<file path="src/hw/rtl/ldf_pkg.sv">
// Shared types and constants for the length-prefixed frame deframer.
// No dependencies; used by ldf_parse, ldf_out_reg and length_prefixed_deframer.
`default_nettype none

package ldf_pkg;

    // Header is four length bytes followed by one opcode byte
    localparam int unsigned HEADER_BYTES = 5;
    localparam int unsigned HDR_CNT_W    = 3;
    localparam int unsigned LEN_W        = 32;
    localparam int unsigned BYTE_W       = 8;
    localparam int unsigned CFG_IDX_W    = 2;
    localparam int unsigned CFG_DATA_W   = 32;

    // Last length byte position, opcode comes next
    localparam logic [HDR_CNT_W-1:0] HDR_LAST_LEN = 3'(HEADER_BYTES - 2);

    // Configuration register indexes
    localparam logic [CFG_IDX_W-1:0] CFG_MAX_PAYLOAD_LEN   = 2'd0;
    localparam logic [CFG_IDX_W-1:0] CFG_LENGTH_BIG_ENDIAN = 2'd1;

    // Reset values of the configuration registers
    localparam logic [LEN_W-1:0] MAX_LEN_RESET    = 32'd1048576;
    localparam logic             BIG_ENDIAN_RESET = 1'b1;

    typedef struct packed {
        logic [LEN_W-1:0] max_payload_len;
        logic             length_big_endian;
    } ldf_cfg_t;

    // One result word
    typedef struct packed {
        logic [BYTE_W-1:0] frame_op;
        logic [BYTE_W-1:0] payload_byte;
        logic              has_data;
        logic              last_of_frame;
        logic              link_failed;
    } ldf_result_t;

endpackage

`default_nettype wire

</file>
<file path="src/hw/rtl/ldf_parse.sv">
// Frame parser: header position, length assembly, payload countdown, sticky failure.
// Depends on ldf_pkg.
`default_nettype none

module ldf_parse (
    input  wire logic                        clk,
    input  wire logic                        rst_n,
    input  wire logic                        step,
    input  wire logic [ldf_pkg::BYTE_W-1:0]  in_byte,
    input  wire ldf_pkg::ldf_cfg_t           cfg,
    output logic                             res_valid,
    output ldf_pkg::ldf_result_t             res
);

    logic [ldf_pkg::HDR_CNT_W-1:0] header_count_reg, header_count_next;
    logic [ldf_pkg::LEN_W-1:0]     length_accum_reg, length_accum_next;
    logic [ldf_pkg::BYTE_W-1:0]    current_op_reg, current_op_next;
    logic [ldf_pkg::LEN_W-1:0]     bytes_remaining_reg, bytes_remaining_next;
    logic                          in_payload_reg, in_payload_next;
    logic                          failed_flag_reg, failed_flag_next;

    logic [ldf_pkg::LEN_W-1:0]     accum_base;
    logic [ldf_pkg::LEN_W-1:0]     accum_le;

    // Little-endian lane insert, accumulator starts clean on the first byte
    always_comb
    begin
        accum_base = (header_count_reg == '0) ? '0 : length_accum_reg;
        accum_le   = accum_base;
        case (header_count_reg[1:0])
            2'd0:    accum_le[7:0]   = in_byte;
            2'd1:    accum_le[15:8]  = in_byte;
            2'd2:    accum_le[23:16] = in_byte;
            2'd3:    accum_le[31:24] = in_byte;
            default: accum_le        = accum_base;
        endcase
    end

    // Next state and result for the word being processed
    always_comb
    begin
        header_count_next    = header_count_reg;
        length_accum_next    = length_accum_reg;
        current_op_next      = current_op_reg;
        bytes_remaining_next = bytes_remaining_reg;
        in_payload_next      = in_payload_reg;
        failed_flag_next     = failed_flag_reg;
        res_valid            = 1'b0;
        res                  = '0;

        if (step && !failed_flag_reg)
        begin
            if (in_payload_reg)
            begin
                bytes_remaining_next = bytes_remaining_reg - 1'b1;
                res_valid            = 1'b1;
                res.frame_op         = current_op_reg;
                res.payload_byte     = in_byte;
                res.has_data         = 1'b1;
                if (bytes_remaining_reg == ldf_pkg::LEN_W'(1))
                begin
                    res.last_of_frame = 1'b1;
                    in_payload_next   = 1'b0;
                    header_count_next = '0;
                end
            end
            else if (header_count_reg <= ldf_pkg::HDR_LAST_LEN)
            begin
                if (cfg.length_big_endian)
                    length_accum_next = {accum_base[ldf_pkg::LEN_W-ldf_pkg::BYTE_W-1:0],
                                         in_byte};
                else
                    length_accum_next = accum_le;
                header_count_next = header_count_reg + 1'b1;
            end
            else
            begin
                // Opcode word: header complete, check length
                current_op_next   = in_byte;
                header_count_next = '0;
                if (length_accum_reg > cfg.max_payload_len)
                begin
                    failed_flag_next  = 1'b1;
                    res_valid         = 1'b1;
                    res.frame_op      = in_byte;
                    res.last_of_frame = 1'b1;
                    res.link_failed   = 1'b1;
                end
                else if (length_accum_reg == '0)
                begin
                    res_valid         = 1'b1;
                    res.frame_op      = in_byte;
                    res.last_of_frame = 1'b1;
                end
                else
                begin
                    bytes_remaining_next = length_accum_reg;
                    in_payload_next      = 1'b1;
                end
            end
        end
    end

    always_ff @(posedge clk or negedge rst_n)
    begin
        if (!rst_n)
        begin
            header_count_reg    <= '0;
            length_accum_reg    <= '0;
            current_op_reg      <= '0;
            bytes_remaining_reg <= '0;
            in_payload_reg      <= 1'b0;
            failed_flag_reg     <= 1'b0;
        end
        else
        begin
            header_count_reg    <= header_count_next;
            length_accum_reg    <= length_accum_next;
            current_op_reg      <= current_op_next;
            bytes_remaining_reg <= bytes_remaining_next;
            in_payload_reg      <= in_payload_next;
            failed_flag_reg     <= failed_flag_next;
        end
    end

    // Header counter never passes the opcode position
    a_hdr_range: assert property (@(posedge clk) disable iff (!rst_n)
        header_count_reg <= ldf_pkg::HDR_CNT_W'(ldf_pkg::HEADER_BYTES - 1))
        else $error("header count out of range");

    // While passing payload there is always at least one byte left
    a_payload_nonzero: assert property (@(posedge clk) disable iff (!rst_n)
        in_payload_reg |-> (bytes_remaining_reg != '0))
        else $error("payload active with zero count");

    // Once failed, the parser stays failed and produces nothing
    a_failed_sticky: assert property (@(posedge clk) disable iff (!rst_n)
        failed_flag_reg |=> (failed_flag_reg && !res_valid))
        else $error("failure flag cleared or result after failure");

endmodule

`default_nettype wire

</file>
<file path="src/hw/rtl/ldf_out_reg.sv">
// Output result register with valid/stall handshake.
// Depends on ldf_pkg.
`default_nettype none

module ldf_out_reg (
    input  wire logic                 clk,
    input  wire logic                 rst_n,
    input  wire logic                 load,
    input  wire ldf_pkg::ldf_result_t load_data,
    input  wire logic                 out_stall,
    output logic                      room,
    output logic                      out_valid,
    output ldf_pkg::ldf_result_t      out_data
);

    logic                 vld_reg, vld_next;
    ldf_pkg::ldf_result_t data_reg;

    // Register can take a word when empty or when its word leaves this cycle
    assign room     = !vld_reg || !out_stall;
    assign vld_next = room ? load : vld_reg;

    always_ff @(posedge clk or negedge rst_n)
    begin
        if (!rst_n)
            vld_reg <= 1'b0;
        else
            vld_reg <= vld_next;
    end

    // Payload register, no reset needed
    always_ff @(posedge clk)
    begin
        if (room && load)
            data_reg <= load_data;
    end

    assign out_valid = vld_reg;
    assign out_data  = data_reg;

endmodule

`default_nettype wire

</file>
<file path="src/hw/rtl/length_prefixed_deframer.sv">
// Each input word is first registered in the input register; its result is then registered
// in the output register. Throughput: one byte per cycle while the output is not stalled; while
// a result waits under stall, the input register holds one word and stalls the input.
// Reset (rst_n low, asynchronous): parser returns to the first header byte,
// failure clears, config returns to max length 1048576 and big-endian length.
// Top level: input register, config registers, parser and output register.
// Depends on ldf_pkg, ldf_parse, ldf_out_reg.
`default_nettype none

module length_prefixed_deframer (
    input  wire logic                            clk,
    input  wire logic                            rst_n,
    // input channel
    input  wire logic                            in_valid,
    output logic                                 in_stall,
    input  wire logic [ldf_pkg::BYTE_W-1:0]      rx_byte,
    // output channel
    output logic                                 out_valid,
    input  wire logic                            out_stall,
    output logic [ldf_pkg::BYTE_W-1:0]           frame_op,
    output logic [ldf_pkg::BYTE_W-1:0]           payload_byte,
    output logic                                 has_data,
    output logic                                 last_of_frame,
    output logic                                 link_failed,
    // configuration write channel
    input  wire logic                            cfg_valid,
    output logic                                 cfg_ready,
    input  wire logic [ldf_pkg::CFG_IDX_W-1:0]   cfg_index,
    input  wire logic [ldf_pkg::CFG_DATA_W-1:0]  cfg_data
);

    logic                       in_vld_reg;
    logic [ldf_pkg::BYTE_W-1:0] in_byte_reg;
    ldf_pkg::ldf_cfg_t          cfg_reg;
    logic                       room;
    logic                       step;
    logic                       res_valid;
    ldf_pkg::ldf_result_t       res;
    ldf_pkg::ldf_result_t       out_data;

    // Configuration registers, always ready
    assign cfg_ready = 1'b1;

    always_ff @(posedge clk or negedge rst_n)
    begin
        if (!rst_n)
        begin
            cfg_reg.max_payload_len   <= ldf_pkg::MAX_LEN_RESET;
            cfg_reg.length_big_endian <= ldf_pkg::BIG_ENDIAN_RESET;
        end
        else if (cfg_valid && cfg_ready)
        begin
            case (cfg_index)
                ldf_pkg::CFG_MAX_PAYLOAD_LEN:
                    cfg_reg.max_payload_len <= cfg_data;
                ldf_pkg::CFG_LENGTH_BIG_ENDIAN:
                    cfg_reg.length_big_endian <= cfg_data[0];
                default: ;
            endcase
        end
    end

    // Input register: holds a word until the output side has room
    assign step     = in_vld_reg && room;
    assign in_stall = in_vld_reg && !room;

    always_ff @(posedge clk or negedge rst_n)
    begin
        if (!rst_n)
            in_vld_reg <= 1'b0;
        else if (!in_stall)
            in_vld_reg <= in_valid;
    end

    always_ff @(posedge clk)
    begin
        if (!in_stall && in_valid)
            in_byte_reg <= rx_byte;
    end

    ldf_parse u_parse (
        .clk       (clk),
        .rst_n     (rst_n),
        .step      (step),
        .in_byte   (in_byte_reg),
        .cfg       (cfg_reg),
        .res_valid (res_valid),
        .res       (res)
    );

    ldf_out_reg u_out (
        .clk       (clk),
        .rst_n     (rst_n),
        .load      (res_valid),
        .load_data (res),
        .out_stall (out_stall),
        .room      (room),
        .out_valid (out_valid),
        .out_data  (out_data)
    );

    assign frame_op      = out_data.frame_op;
    assign payload_byte  = out_data.payload_byte;
    assign has_data      = out_data.has_data;
    assign last_of_frame = out_data.last_of_frame;
    assign link_failed   = out_data.link_failed;

    // Error word is always an end-of-frame word with no data
    a_fail_shape: assert property (@(posedge clk) disable iff (!rst_n)
        (out_valid && link_failed) |-> (last_of_frame && !has_data && payload_byte == '0))
        else $error("malformed error word");

    // Nothing follows the error word once it is taken
    a_fail_last: assert property (@(posedge clk) disable iff (!rst_n)
        (out_valid && !out_stall && link_failed) |=> !out_valid)
        else $error("word after error word");

    // A word in the input register is stalled only while the output is full
    a_stall_cause: assert property (@(posedge clk) disable iff (!rst_n)
        in_stall |-> (out_valid && out_stall))
        else $error("input stalled without output backpressure");

endmodule

`default_nettype wire
</file>
<file path="config.mk">
export PLATFORM = sky130hd
export DESIGN_NAME = length_prefixed_deframer
export DESIGN_NICKNAME = d
export VERILOG_FILES = /design/src/hw/rtl/ldf_pkg.sv /design/src/hw/rtl/ldf_parse.sv /design/src/hw/rtl/ldf_out_reg.sv /design/src/hw/rtl/length_prefixed_deframer.sv
export SDC_FILE = /design/constraint.sdc
export NUM_CORES = 1
export LEC_CHECK = 0
export ABC_AREA = 1
export BUFFER_PORTS_ARGS = -buffer_cell sky130_fd_sc_hd__buf_2
export CAP_MARGIN = 0
export CORE_MARGIN = 2
export CORE_UTILIZATION = 44
export CTS_CLUSTER_SIZE = 24
export DETAILED_ROUTE_END_ITERATION = 6
export SETUP_SLACK_MARGIN = 0.02
export SYNTH_ARGS = -nofsm -noshare
export SYNTH_HDL_FRONTEND = slang
export SYNTH_SLANG_ARGS = --single-unit
export TNS_END_PERCENT = 100
</file>
<file path="constraint.sdc">
create_clock -name clk -period 6.2 [get_ports clk]
set_clock_uncertainty 0.15 [all_clocks]
set_input_delay 0.62 -clock clk [delete_from_list [all_inputs] [get_ports clk]]
set_output_delay 0.62 -clock clk [all_outputs]
set_load 0.05 [all_outputs]
</file>
Word level (Yosys, flattened, before mapping):

Cells that the tools add are included.

* bits in registers: 139

* $add $sub $neg: 2
* order comparisons: 2
* eq/ne operators: 9
* multiplexer cells: 32
* bitwise operators: 3
* reductions and logical operators: 26

Operators with widths (number)
* two-way mux 32 bit: 6
* two-way mux 8 bit: 8
* equality test 32 x 1 -> 1 bit (second input constant): 1
* > comparator 32 bit: 1
* logical NOT 32 bit: 1
* subtractor 32 x 1 -> 32 bit (second input constant): 1
* two-way mux 1 bit: 14
* AND reduction 4 bit: 3
* two-way mux 3 bit: 3
* AND reduction 2 bit: 4
* inequality test 2 x 1 -> 1 bit (second input constant): 3
* AND reduction 3 bit: 2
* logical AND 1 bit: 5
* logical NOT 1 bit: 5
* equality test 2 x 1 -> 1 bit (second input constant): 2
* equality test 2 bit (second input constant): 2
* logical NOT 2 bit: 2
* adder 3 x 1 -> 3 bit (second input constant): 1
* <= comparator 3 x 2 -> 1 bit (second input constant): 1
* logical NOT 3 bit: 1
* NOT 1 bit: 3
* nonzero test 3 bit: 1
* OR reduction 3 bit: 1
* two-way mux 2 bit: 1
* other kinds (2): 2

Logic depth before layout (Yosys ltp):

* word-level depth: 7
* gate-level depth with buffers: 19
* gate-level depth less buffers: 19

Cells and area by module:

From an unflattened synthesis, not the netlist that was laid out.

* cells, all modules: 1084
* area, all modules: 8206.6 um2

By module, submodules not included
* ldf_parse: instances 1, cells an instance 895, area an instance 5943.2 um2
* length_prefixed_deframer: instances 1, cells an instance 165, area an instance 1651.6 um2
* ldf_out_reg: instances 1, cells an instance 24, area an instance 611.8 um2

Worst setup path after synthesis:

OpenSTA, ideal clock, no wires.

* path kind: register to register
* from: register cfg_reg[21] (netlist name)
* to: register u_out.data_reg, in the netlist u_out.out_data[0] (enable)
* setup time: 0.374 ns
* data arrival time: 2.027 ns
* setup slack: 3.649 ns
* stages on the path, launching flop included: 15
* period minus slack after synthesis: 2.551 ns
* path through: dfstp_2 inv_1 ha_1 nand2_1 nor2_1 nand4_1 nor2_1 nand2_1 nand2_1 nand2_1 nand2_1 nand2_1 nand2_1 nand2_1 inv_1

* word-level cells in the longest chain between the ends: 6

RTL lines
* start: declaration: line length_prefixed_deframer.sv:34 `ldf_pkg::ldf_cfg_t cfg_reg;`
* > comparator 32 bit: line ldf_parse.sv:81 `if (length_accum_reg > cfg.max_payload_len)`
* two-way mux 1 bit: line ldf_parse.sv:81
* two-way mux 1 bit: line ldf_parse.sv:67 `else if (header_count_reg <= ldf_pkg::HDR_LAST_LEN)`
* two-way mux 1 bit: line ldf_parse.sv:53 `if (in_payload_reg)`
* two-way mux 1 bit: line ldf_parse.sv:51 `if (step && !failed_flag_reg)`
* logical AND 1 bit: line ldf_out_reg.sv:34 `if (room && load)`
* end signal: assignment: line ldf_out_reg.sv:35 `data_reg <= load_data;`
* end: declaration: line ldf_out_reg.sv:17 `ldf_pkg::ldf_result_t data_reg;`

No other way between the ends.
A chain may end at the register's enable or synchronous reset.

Final worst setup path:

* from: register cfg_reg[21] (netlist name)
* to: register u_out.data_reg, in the netlist u_out.out_data[18] (enable)

The elaborated chain is that of the path after synthesis.

==> reports/metrics.cfg <==
[power_and_ir_drop]
p_switching_mw = 1.96
p_int_mw = 2.48
leakage_nw = 4.21
combPwrFrac = 0.414
seq_power_share = 0.355
swShare = 0.442
power.share.clock = 0.231
finalPower_mw = 4.44
irDropWorstVdd_uv = 318
pwr_density_cell_mw_per_mm2 = 500

[worst_setup_path]
slowest_delay_ns = 0.55
path_cells = inv_1 > ha_1 > nand2_1 > nor2_1 > nand4_1 > nor2_1 > nand2_1 > nand2_1 > nand2_1 > nand2_1 > nand2_1 > nand2_1 > nand2_1 > inv_1
cp-end-kind = flop
cp-start-kind = flop
critPathArrivalTime_ns = 3.02
cp_max_fo = 19
critPathRequiredTime_ns = 6.10
cpMostUsedCell = nand2_1
worst-setup-path-type = reg2reg
cp_slowest_cell = inv_1

[route]
viasPerCell = 5.18
wl_per_cell_um = 15.6
ant_nets = 0
vias = 6550
drc = 0
drtIter0Drc = 503
first_pass_iters = 7
drt-total-wl_mm = 19.7

[cts]
clock_latency_ns = 0.43
cts_max_level = 4
cts_setup_buffers = 0
clockBufferDepth = 2
cts-resized-gates = 0
cts_hold_buf = 0
cts_buffers = 17
cts_sinks = 139
clk_pin_slew_worst_paths_ns = 0.06
cts_tree = done
cts-root-buf = clkbuf_16

[synthesis]
async_flop_share = 0.806
yosysSeqAreaShare = 0.464
yosys_warnings = 0
synth_area_mm2 = 0.00779
ys_ff_latch = 139
ys_types = 46
syn_nets = 1057
synthTopCellsByArea = dfrtp_1 35%, edfxtp_1 10%, nand2_1 9.0%
synth.top_cell.area_share = 0.353
synth-edff-count = 27
synthTopCellsByCount = 186 x nand2_1, 135 x nor2_1, 110 x dfrtp_1
synthFlopType = dfrtp_1
synth_top_area_cell = dfrtp_1
syn_inst = 972
synth.most_common_cell = nand2_1
avgSynthCellArea_um2 = 8.02

[floorplanning]
rows = 48
die_w_um = 137
core-area_mm2 = 0.0173
initial_core_util = 0.451
die_area_mm2 = 0.0188
io_pins = 69
die_y_um = 137

[cells_and_area]
largest_reg_flops = 33
multi_input_area_mm2 = 0.00357
fill_cells = 1689
final_area_mm2 = 0.00886
drive_above_1_share = 0.131
fin_nets = 1111
seqCellArea_mm2 = 0.00362
antenna-diode-count = 0
area_growth_pct = 13.7

[sta]
fmax_mhz = 321
slew_headroom = 0.307
tns_ns = 0
holdWs_ns = 0.186
fin_crit_sh = 0.502
period_needed_ns = 3.11
tightest_slew_ns = 1.04
finalSetupViolCount = 0
grt_setup_unrepaired = no
worst_slack_ns = 3.09
slew_violations = 0
hold_violations = 0

[global_route]
grt_usage = 0.224
grt_pass1_vias = 6074
overflow = 0
grt_pass1_wl_mm = 31.9
grt_max_degree = 72
antenna_found_initial = 0

[min_path]
holdCritPathClass = in2async

[place]
place_ws_ns = 3.09
hpwl_mm = 14.2
placed_cell_area_mm2 = 0.00827
portBuffers = 67
place_congestion = 0.892

[run]
maxCapViolations = 0

[run_status]
status = completed

[cell families after synthesis]
group	count (synthesis)	synth area share
xor+xnor	19	0.0213
mux	1	0.00128
buf+inv	154	0.0785
simple gates	383	0.204
fa+ha+maj	38	0.0610
compound gates	237	0.169
flops	139	0.464
other cells	1	0.000481
[metrics by stage]
stage,util,cells
final,0.513,1264
after detailed placement,0.478,1232
after global placement,0.478,1232
after CTS,0.513,1264
after floorplan,-,972
after global routing,0.513,1264
[power by group through the flow]
| stage | clock, mW | combinational (mW) | sequential (mW) |
|---|---|---|---|
| 3_5_place_dp | 0 | 1.83 | 1.58 |
| 3_3_place_gp | 0 | 1.81 | 1.58 |
| 5_1_grt | 1.08 | 2.09 | 1.61 |
| 6_report | 1.03 | 1.84 | 1.57 |
| 4_1_cts | 1.04 | 1.84 | 1.57 |
| 2_1_floorplan | 0 | 1.29 | 1.64 |
[worst max-delay path: cells and delay by family (launching register included)]
family / cells / cell delay, ns
AND/OR/NAND/NOR: 11 / 1.21
buffers and inverters: 2 / 0.59
flip-flops: 1 / 0.51
adder cells (fa/ha/maj): 1 / 0.26
[per-layer routing]
metal,up-vias,GRT usage,part of all wire
met4,0,0.0567,0.0089
met2,201,0.350,0.45
met1,3024,0.317,0.48
met5,-,0,0
met3,13,0.0467,0.055
li1,3312,-,-
[final timing paths]
path	start	endpoint	slack, ns	cells after the start
worst max-delay path	cfg_reg[21]	u_out.out_data[18]	3.09	14
worst min-delay path	rst_n	cfg_reg[30]	0.19	1
worst max register to register	cfg_reg[21]	u_out.out_data[18]	3.09	14
worst min register to register	cfg_reg[21]	cfg_reg[21]	0.33	2
max in group asynchronous	rst_n	u_parse.bytes_remaining_reg[11]	4.56	2
min in group clk	rx_byte[1]	in_byte_reg[1]	0.22	1
[cells in the final DEF (no fill, tap or decap), drive strengths merged, types with 5 or more instances in the layout]
master / n
o211ai: 13
inv: 120
xnor2: 12
xor2: 7
o21ai: 129
a21oi: 67
nand2: 190
edfxtp: 27
o22ai: 5
nor3: 6
ha: 38
dfrtp: 110
a31oi: 10
clkbuf: 23
nand3: 23
nor2: 142
buf: 70
a22oi: 6
nand4: 13
[area by class of cell]
| cell class | count | area share |
|---|---|---|
| well taps | 225 | 0.0318 |
| inverters | 119 | 0.0504 |
| repair buffers | 70 | 0.0406 |
| clock inverters | 9 | 0.0127 |
| flip-flops and latches | 139 | 0.408 |
| multi-input cells | 679 | 0.403 |
| clock buffers | 23 | 0.0539 |
(Power assumes the default switching activity.)
